`src/hw/rtl/unix_time_to_calendar_assert.svh`:
```
// Assertion macros shared by the calendar converter RTL.
// Depends on the asserting module having signals named clk and rst_n.
`ifndef UNIX_TIME_TO_CALENDAR_ASSERT_SVH
`define UNIX_TIME_TO_CALENDAR_ASSERT_SVH

// Checked on every rising clock edge outside of reset.
`define UTCAL_ASSERT(lbl, prop, msg) \
  lbl: assert property (@(posedge clk) disable iff (!rst_n) prop) \
    else $error(msg);

// Checked on every rising clock edge, reset included.
`define UTCAL_ASSERT_ALWAYS(lbl, prop, msg) \
  lbl: assert property (@(posedge clk) prop) else $error(msg);

`endif

```
`src/hw/rtl/utcal_pkg.sv`:
```
// Types, reciprocal constants and the month table of the calendar converter.
// Used by every module of the block; depends on nothing.
package utcal_pkg;

  localparam int unsigned NSTG = 9;

  typedef logic [NSTG-1:0] stage_en_t;
  typedef logic [15:0] days_t;
  typedef logic [16:0] sod_t;

  typedef struct packed {
    logic [4:0] hour;
    logic [5:0] minute;
    logic [2:0] weekday;
  } tod_t;

  typedef struct packed {
    logic [11:0] year;
    logic [3:0]  month;
    logic [4:0]  day;
  } date_t;

  localparam logic [16:0] SECS_PER_DAY = 17'd86400;
  localparam logic [15:0] DAY_RECIP    = 16'd49710;
  localparam logic [14:0] RECIP_15     = 15'd17477;
  localparam logic [16:0] RECIP_7      = 17'd74899;
  localparam logic [15:0] RECIP_365    = 16'd45965;
  localparam logic [12:0] RECIP_153    = 13'd6854;

  localparam logic [19:0] EPOCH_SHIFT  = 20'd719468;
  localparam logic [19:0] ERA4_START   = 20'd584388;
  localparam logic [19:0] ERA5_START   = 20'd730485;

  localparam logic [17:0] CENT_DAYS    = 18'd36524;
  localparam logic [17:0] ERA_LAST_DAY = 18'd146096;

  function automatic logic [8:0] month_start(input logic [3:0] mp);
    logic [8:0] res;
    case (mp)
      4'd0:    res = 9'd0;
      4'd1:    res = 9'd31;
      4'd2:    res = 9'd61;
      4'd3:    res = 9'd92;
      4'd4:    res = 9'd122;
      4'd5:    res = 9'd153;
      4'd6:    res = 9'd184;
      4'd7:    res = 9'd214;
      4'd8:    res = 9'd245;
      4'd9:    res = 9'd275;
      4'd10:   res = 9'd306;
      4'd11:   res = 9'd337;
      default: res = 9'd0;
    endcase
    return res;
  endfunction

endpackage

```
`src/hw/rtl/unix_time_to_calendar.sv`:
```
// Converts a 32-bit Unix time in seconds into time of day, date and weekday.
// Top level; depends on utcal_pkg, utcal_split, utcal_clock, utcal_date and
// unix_time_to_calendar_assert.svh.
//
// Usage: the input channel carries one word, in_unix_seconds, under
// in_valid and in_stall. The output channel carries one word per input word,
// in the same order, under out_valid and out_stall. An input of zero means
// that no host time is known yet; its word has out_time_valid low and every
// other field zero. A nonzero input gives the date and time in UTC.
// The datapath is nine register stages. A new word can be accepted in every
// cycle that in_stall is low, so throughput is one conversion per cycle while
// the output is not stalled. Each stage loads when it is empty or when the
// stage after it moves, so a stalled receiver holds the last word steady while
// the earlier stages keep filling; in_stall rises only once all nine stages
// hold words. Reset clears every stage's valid bit; data registers are not
// reset.
`include "unix_time_to_calendar_assert.svh"

module unix_time_to_calendar
  import utcal_pkg::*;
(
  input  logic        clk,
  input  logic        rst_n,
  input  logic        in_valid,
  output logic        in_stall,
  input  logic [31:0] in_unix_seconds,
  output logic        out_valid,
  input  logic        out_stall,
  output logic        out_time_valid,
  output logic [4:0]  out_hour,
  output logic [5:0]  out_minute,
  output logic [11:0] out_year,
  output logic [3:0]  out_month,
  output logic [4:0]  out_day,
  output logic [2:0]  out_weekday
);

  localparam int unsigned LAST = NSTG - 1;

  logic [NSTG-1:0] v_r;
  logic [NSTG-1:0] v_nxt;
  logic [NSTG-1:0] tv_r;
  stage_en_t       adv;

  days_t days;
  sod_t  sod;
  tod_t  tod;
  date_t date;
  logic  tv;

  always_comb begin
    adv[LAST] = !v_r[LAST] || !out_stall;
    for (int k = LAST - 1; k >= 0; k--) begin
      adv[k] = !v_r[k] || adv[k+1];
    end
  end

  always_comb begin
    v_nxt = v_r;
    if (adv[0]) begin
      v_nxt[0] = in_valid;
    end
    for (int k = 1; k <= LAST; k++) begin
      if (adv[k]) begin
        v_nxt[k] = v_r[k-1];
      end
    end
  end

  always_ff @(posedge clk) begin
    if (!rst_n) begin
      v_r <= '0;
    end else begin
      v_r <= v_nxt;
    end
  end

  always_ff @(posedge clk) begin
    if (adv[0]) begin
      tv_r[0] <= in_unix_seconds != 32'd0;
    end
    for (int k = 1; k <= LAST; k++) begin
      if (adv[k]) begin
        tv_r[k] <= tv_r[k-1];
      end
    end
  end

  utcal_split u_split (
    .clk  (clk),
    .adv  (adv),
    .secs (in_unix_seconds),
    .days (days),
    .sod  (sod)
  );

  utcal_clock u_clock (
    .clk  (clk),
    .adv  (adv),
    .days (days),
    .sod  (sod),
    .tod  (tod)
  );

  utcal_date u_date (
    .clk  (clk),
    .adv  (adv),
    .days (days),
    .date (date)
  );

  assign tv             = tv_r[LAST];
  assign in_stall       = !adv[0];
  assign out_valid      = v_r[LAST];
  assign out_time_valid = tv;
  assign out_hour       = tv ? tod.hour : '0;
  assign out_minute     = tv ? tod.minute : '0;
  assign out_weekday    = tv ? tod.weekday : '0;
  assign out_year       = tv ? date.year : '0;
  assign out_month      = tv ? date.month : '0;
  assign out_day        = tv ? date.day : '0;

  `UTCAL_ASSERT_ALWAYS(a_reset_empties, !rst_n |=> !out_valid, "Output valid right after reset.")
  `UTCAL_ASSERT(a_stall_full, in_stall |-> ((&v_r) && out_stall), "Input stalled with room left.")
  `UTCAL_ASSERT(a_no_time_zero, (out_valid && !out_time_valid) |-> ((out_year == 12'd0) && (out_month == 4'd0) && (out_day == 5'd0) && (out_hour == 5'd0) && (out_minute == 6'd0) && (out_weekday == 3'd0)), "Fields not zero without a time.")
  `UTCAL_ASSERT(a_date_range, (out_valid && out_time_valid) |-> ((out_year >= 12'd1970) && (out_year <= 12'd2106) && (out_month >= 4'd1) && (out_month <= 4'd12) && (out_day >= 5'd1)), "Date out of range.")
  `UTCAL_ASSERT(a_clock_range, (out_valid && out_time_valid) |-> ((out_hour <= 5'd23) && (out_minute <= 6'd59) && (out_weekday <= 3'd6)), "Time of day out of range.")

endmodule

```
`src/hw/rtl/utcal_split.sv`:
```
// Splits the seconds count into whole days and the second of the day.
// Stages 0 to 2 of the pipeline; depends on utcal_pkg.
module utcal_split
  import utcal_pkg::*;
(
  input  logic        clk,
  input  stage_en_t   adv,
  input  logic [31:0] secs,
  output days_t       days,
  output sod_t        sod
);

  logic [40:0] prod_r;
  logic [40:0] prod_nxt;
  logic [31:0] secs_r;
  logic [15:0] quo_r;
  logic [15:0] quo_nxt;
  logic [17:0] rem_r;
  logic [17:0] rem_nxt;
  logic [32:0] rem_full;
  logic        rem_ge;
  days_t       days_r;
  days_t       days_nxt;
  sod_t        sod_r;
  sod_t        sod_nxt;

  assign prod_nxt = 41'(secs[31:7]) * 41'(DAY_RECIP);

  // The estimate is the true quotient or one below it.
  assign quo_nxt  = prod_r[40:25];
  assign rem_full = {1'b0, secs_r} - 33'(quo_nxt) * 33'(SECS_PER_DAY);
  assign rem_nxt  = rem_full[17:0];

  assign rem_ge   = rem_r >= 18'(SECS_PER_DAY);
  assign days_nxt = quo_r + 16'(rem_ge);
  assign sod_nxt  = rem_ge ? 17'(rem_r - 18'(SECS_PER_DAY)) : rem_r[16:0];

  always_ff @(posedge clk) begin
    if (adv[0]) begin
      prod_r <= prod_nxt;
      secs_r <= secs;
    end
    if (adv[1]) begin
      quo_r <= quo_nxt;
      rem_r <= rem_nxt;
    end
    if (adv[2]) begin
      days_r <= days_nxt;
      sod_r  <= sod_nxt;
    end
  end

  assign days = days_r;
  assign sod  = sod_r;

endmodule

```
`src/hw/rtl/utcal_clock.sv`:
```
// Hour, minute and weekday from the day count and second of the day.
// Stages 3 to 8 of the pipeline; depends on utcal_pkg.
module utcal_clock
  import utcal_pkg::*;
(
  input  logic      clk,
  input  stage_en_t adv,
  input  days_t     days,
  input  sod_t      sod,
  output tod_t      tod
);

  localparam int unsigned LAST = NSTG - 1;

  logic [29:0] mtp_r;
  logic [29:0] mtp_nxt;
  logic [16:0] w_r;
  logic [16:0] w_nxt;
  logic [33:0] wdp_r;
  logic [33:0] wdp_nxt;

  logic [10:0] mt_nxt;
  logic [10:0] mt_r;
  logic [23:0] hp_r;
  logic [23:0] hp_nxt;
  logic [12:0] q7;
  logic [16:0] wd_full;
  logic [2:0]  wd_r;
  logic [2:0]  wd_nxt;

  logic [4:0]  hr;
  logic [10:0] mn_full;
  tod_t        tod_nxt;
  tod_t        tod_r [5:LAST];

  assign mtp_nxt = 30'(sod[16:2]) * 30'(RECIP_15);
  assign w_nxt   = 17'(days) + 17'd4;
  assign wdp_nxt = 34'(w_nxt) * 34'(RECIP_7);

  assign mt_nxt  = mtp_r[28:18];
  assign hp_nxt  = 24'(mt_nxt[10:2]) * 24'(RECIP_15);
  assign q7      = wdp_r[31:19];
  assign wd_full = w_r - 17'(q7) * 17'd7;
  assign wd_nxt  = wd_full[2:0];

  assign hr      = hp_r[22:18];
  assign mn_full = mt_r - 11'(hr) * 11'd60;
  assign tod_nxt = '{hour: hr, minute: mn_full[5:0], weekday: wd_r};

  always_ff @(posedge clk) begin
    if (adv[3]) begin
      mtp_r <= mtp_nxt;
      w_r   <= w_nxt;
      wdp_r <= wdp_nxt;
    end
    if (adv[4]) begin
      mt_r <= mt_nxt;
      hp_r <= hp_nxt;
      wd_r <= wd_nxt;
    end
    if (adv[5]) begin
      tod_r[5] <= tod_nxt;
    end
    for (int k = 6; k <= LAST; k++) begin
      if (adv[k]) begin
        tod_r[k] <= tod_r[k-1];
      end
    end
  end

  assign tod = tod_r[LAST];

endmodule

```
`src/hw/rtl/utcal_date.sv`:
```
// Proleptic Gregorian year, month and day from the day count.
// Stages 3 to 8 of the pipeline, era and day-of-era method; depends on utcal_pkg.
module utcal_date
  import utcal_pkg::*;
(
  input  logic      clk,
  input  stage_en_t adv,
  input  days_t     days,
  output date_t     date
);

  logic [19:0] shifted;
  logic        era3_nxt;
  logic [17:0] doe3_nxt;
  logic        era3_r;
  logic [17:0] doe3_r;

  logic [31:0] pa_nxt;
  logic [2:0]  cen_nxt;
  logic        lastd_nxt;
  logic [31:0] pa_r;
  logic [2:0]  cen_r;
  logic        lastd_r;
  logic        era4_r;
  logic [17:0] doe4_r;

  logic [17:0] t_sum;
  logic [33:0] pt_nxt;
  logic [33:0] pt_r;
  logic        era5_r;
  logic [17:0] doe5_r;

  logic [8:0]  yoe_nxt;
  logic [8:0]  c100;
  logic [17:0] ysum;
  logic [17:0] doy_full;
  logic [8:0]  doy_nxt;
  logic [8:0]  yoe6_r;
  logic [8:0]  doy6_r;
  logic        era6_r;

  logic [10:0] v;
  logic [23:0] pm_nxt;
  logic [23:0] pm_r;
  logic [8:0]  yoe7_r;
  logic [8:0]  doy7_r;
  logic        era7_r;

  logic [3:0]  mp;
  logic [8:0]  dfull;
  logic [3:0]  mon;
  date_t       date_nxt;
  date_t       date_r;

  assign shifted   = 20'(days) + EPOCH_SHIFT;
  assign era3_nxt  = shifted >= ERA5_START;
  assign doe3_nxt  = 18'(shifted - (era3_nxt ? ERA5_START : ERA4_START));

  assign pa_nxt    = 32'(doe3_r[17:2]) * 32'(RECIP_365);
  assign cen_nxt   = 3'(doe3_r >= CENT_DAYS) + 3'(doe3_r >= 18'(2 * CENT_DAYS))
                   + 3'(doe3_r >= 18'(3 * CENT_DAYS)) + 3'(doe3_r >= ERA_LAST_DAY);
  assign lastd_nxt = doe3_r == ERA_LAST_DAY;

  assign t_sum     = doe4_r - 18'(pa_r[30:24]) + 18'(cen_r) - 18'(lastd_r);
  assign pt_nxt    = 34'(t_sum) * 34'(RECIP_365);

  assign yoe_nxt   = pt_r[32:24];
  assign c100      = 9'(yoe_nxt >= 9'd100) + 9'(yoe_nxt >= 9'd200) + 9'(yoe_nxt >= 9'd300);
  assign ysum      = 18'(yoe_nxt) * 18'd365 + 18'(yoe_nxt[8:2]) - 18'(c100);
  assign doy_full  = doe5_r - ysum;
  assign doy_nxt   = doy_full[8:0];

  assign v         = 11'(doy6_r) * 11'd5 + 11'd2;
  assign pm_nxt    = 24'(v) * 24'(RECIP_153);

  // Months are counted from March, so January and February end the year.
  assign mp        = pm_r[23:20];
  assign dfull     = doy7_r - month_start(mp) + 9'd1;
  assign mon       = (mp < 4'd10) ? mp + 4'd3 : mp - 4'd9;
  assign date_nxt  = '{
    year:  12'(yoe7_r) + (era7_r ? 12'd2000 : 12'd1600) + 12'(mon <= 4'd2),
    month: mon,
    day:   dfull[4:0]
  };

  always_ff @(posedge clk) begin
    if (adv[3]) begin
      era3_r <= era3_nxt;
      doe3_r <= doe3_nxt;
    end
    if (adv[4]) begin
      pa_r    <= pa_nxt;
      cen_r   <= cen_nxt;
      lastd_r <= lastd_nxt;
      era4_r  <= era3_r;
      doe4_r  <= doe3_r;
    end
    if (adv[5]) begin
      pt_r   <= pt_nxt;
      era5_r <= era4_r;
      doe5_r <= doe4_r;
    end
    if (adv[6]) begin
      yoe6_r <= yoe_nxt;
      doy6_r <= doy_nxt;
      era6_r <= era5_r;
    end
    if (adv[7]) begin
      pm_r   <= pm_nxt;
      yoe7_r <= yoe6_r;
      doy7_r <= doy6_r;
      era7_r <= era6_r;
    end
    if (adv[8]) begin
      date_r <= date_nxt;
    end
  end

  assign date = date_r;

endmodule

```
`config.mk`:
```
export PLATFORM = sky130hd
export DESIGN_NAME = unix_time_to_calendar
export DESIGN_NICKNAME = d
export VERILOG_FILES = /design/src/hw/rtl/utcal_pkg.sv /design/src/hw/rtl/unix_time_to_calendar.sv /design/src/hw/rtl/utcal_split.sv /design/src/hw/rtl/utcal_clock.sv /design/src/hw/rtl/utcal_date.sv
export VERILOG_INCLUDE_DIRS = /design/src /design/src/hw/rtl
export SDC_FILE = /design/constraint.sdc
export NUM_CORES = 2
export LEC_CHECK = 0
export BUFFER_PORTS_ARGS = -buffer_cell sky130_fd_sc_hd__buf_2
export CORE_MARGIN = 1
export CORE_UTILIZATION = 50
export CTS_BUF_LIST = sky130_fd_sc_hd__clkbuf_4
export CTS_CLUSTER_SIZE = 12
export DETAILED_ROUTE_END_ITERATION = 10
export PLACE_DENSITY = 0.72
export SLEW_MARGIN = 20
export SYNTH_ARGS = -nofsm -noshare
export SYNTH_HDL_FRONTEND = slang
export SYNTH_HIERARCHICAL = 1
export SYNTH_SLANG_ARGS = --single-unit
```
`constraint.sdc`:
```
create_clock -name clk -period 8.05 [get_ports clk]
set_input_delay 1.61 -clock clk [delete_from_list [all_inputs] [get_ports clk]]
set_output_delay 1.61 -clock clk [all_outputs]
set_load 0.005 [all_outputs]
```
==> flow_summary.yaml <==
status:
  outcome: "complete, but fails checks"
  violations: "setup timing"
yosys:
  netlist_instances: 3648
  syn_area_um2: 40570
  syn-num-nets: 5071
  yosysWarnings: 6
  avgSynthCellArea_um2: 11.12
drt:
  dr.pass1.iters: 5
  wirelength_um: 76200
  drc: 0
  drtAntennaViolNets: 0
  vias: 25230
  dr.first_iter.drc_count: 867
  wl_per_cell_um: 15.14
  via_per_inst: 5.014
clock_network:
  cts_inserted_buffers: 88
  root_buffer: "clkbuf_4"
  cts.path.max_buffers: 3
  ctsHtreeMaxLevel: 3
  numClockSinks: 332
  clk_pin_slew_ns: 0.08
  clkLatencyLatePin_ns: 0.86
  cts_tree: "built"
sta:
  hold_viol: 0
  min_period_ns: 8.073
  worstMarginPinSlew_ns: 1.028
  rsz0062_at_grt: "true"
  relSlewSlack_pct: 31.48
  fin_crit_sh_pct: 100.3
  setup_viol_count_final: 2
  clock_skew_ns: 0.06124
  max_freq_mhz: 123.9
  finalWorstSetupSlack_ns: -0.02286
  slew_viol_final: 0
flow_run:
  maxCapViolCount: 0
final_layout:
  layout_common_cells: "ha_1, inv_1, fa_1"
  fin_util_pct: 55.54
  area_growth_syn_to_layout_pct: 10.10
  nets: 5315
  drive_above_1_share_pct: 10.49
  final_common_cell: "ha_1"
  nFillCells: 6830
  stdcell_area_um2: 44670
floorplanning:
  die_area_um2: 82280
  fp.dieH_um: 286.8
  num_rows: 104
  core_area_um2: 80420
  initial_utilization_pct: 50.45
  io_pins: 74
  die_w_um: 286.8
worst_setup_path:
  slowest_delay_ns: 0.57
  cp_max_fo: 4
  rrSetupSlack_ns: -0.02
  worstPathRequired_ns: 8.65
  worstSetupStartpointType: "register"
  crit_top_cell: "fa_1"
  cp_slowest_cell: "fa_1"
  cp.arrival_ns: 8.67
  crit_path_end_kind: "register"
  worstSetupPathType: "register to register"
global_routing:
  grt_pass1_wl_um: 128800
  grt.total_usage_pct: 19.36
  antenna_found_initial: 2
  grt_max_degree: 46
  grt-ovfl-total: 0
  grt_pass1_vias: 26980
place:
  portBuffers: 73
  routabilityCongestion: 0.8785
  postPlaceCellArea_um2: 42780
  dpl.hpwl_um: 63410
hold_path:
  hp-class: "register to register"
## layer usage
metal	GRT usage (%)	part of all wire [%]	vias up
met2	35.60	51	322
met4	5.545	2.3	0
met3	2.190	2.5	104
met1	23.75	44	12220
li1	-	-	12580
met5	0	0	-
## state kept, by name, summed over array words and instances (netlist names), 15 cells and up, named ones only
register and count:
u_date/doe4_r 16, u_split/prod_r 16, u_clock/tod_r 56, u_date/date 21, u_split/secs_r 16, u_split/sod 15
u_split/days 16, u_split/quo_r 16, u_date/doe3_r 18, u_split/rem_r 16
## critical path, delay by kind of cell (launching register included)
| kind | cells | cell delay [ns] |
|---|---|---|
| xor+xnor | 3 | 0.49 |
| buf+inv | 8 | 0.76 |
| flops | 1 | 0.40 |
| simple gates | 2 | 0.18 |
| compound gates | 11 | 1.89 |
| fa+ha+maj | 10 | 4.15 |
## through the flow
step	setup slack (ns)	instances	TNS [ns]	hold WS [ns]
after CTS	-0.03948	5015	-0.05723	0.3768
after detailed placement	-0.3716	4833	-1.538	0.4045
after global placement	-0.1403	4833	-0.3380	0.4008
after floorplan	0.005498	3648	0	0.4003
after global routing	-0.4128	5031	-2.125	0.4008
final	-0.02286	5032	-0.04361	0.3791
## repair_timing
item / 4_1_cts / 5_1_grt
gates cloned: 0 / 0
pin swaps: 60 / 18
hold buffers: 0 / 0
resized for setup: 47 / 23
buffers inserted: 18 / 12
endpoints found under the setup margin: 6 / 13
## worst paths after layout
path	cells past startpoint	startpoint	to
setup / recovery	34	u_date/cen_r[0]$_DFFE_PP_	u_date/pt_r[32]$_DFFE_PP_
hold / removal	0	tv_r[2]$_DFFE_PP_	tv_r[3]$_DFFE_PP_
setup reg to reg	34	u_date/cen_r[0]$_DFFE_PP_	u_date/pt_r[32]$_DFFE_PP_
hold reg to reg	0	tv_r[2]$_DFFE_PP_	tv_r[3]$_DFFE_PP_
## cell type report
| type | count | area (um^2) | share of cell area [%] |
|---|---|---|---|
| tap | 1060 | 1326 | 2.969 |
| clock inverter | 42 | 334.1 | 0.7479 |
| timing repair buffer | 160 | 1035 | 2.317 |
| inverter | 896 | 3363 | 7.530 |
| sequential | 332 | 9829 | 22.01 |
| clock buffer | 123 | 923.4 | 2.067 |
| antenna | 5 | 12.51 | 0.02801 |
| multi-input combinational | 2414 | 27840 | 62.33 |
Power is not shown: default switching activity piles up to over one toggle a cycle in this logic, so the estimate is an artifact.
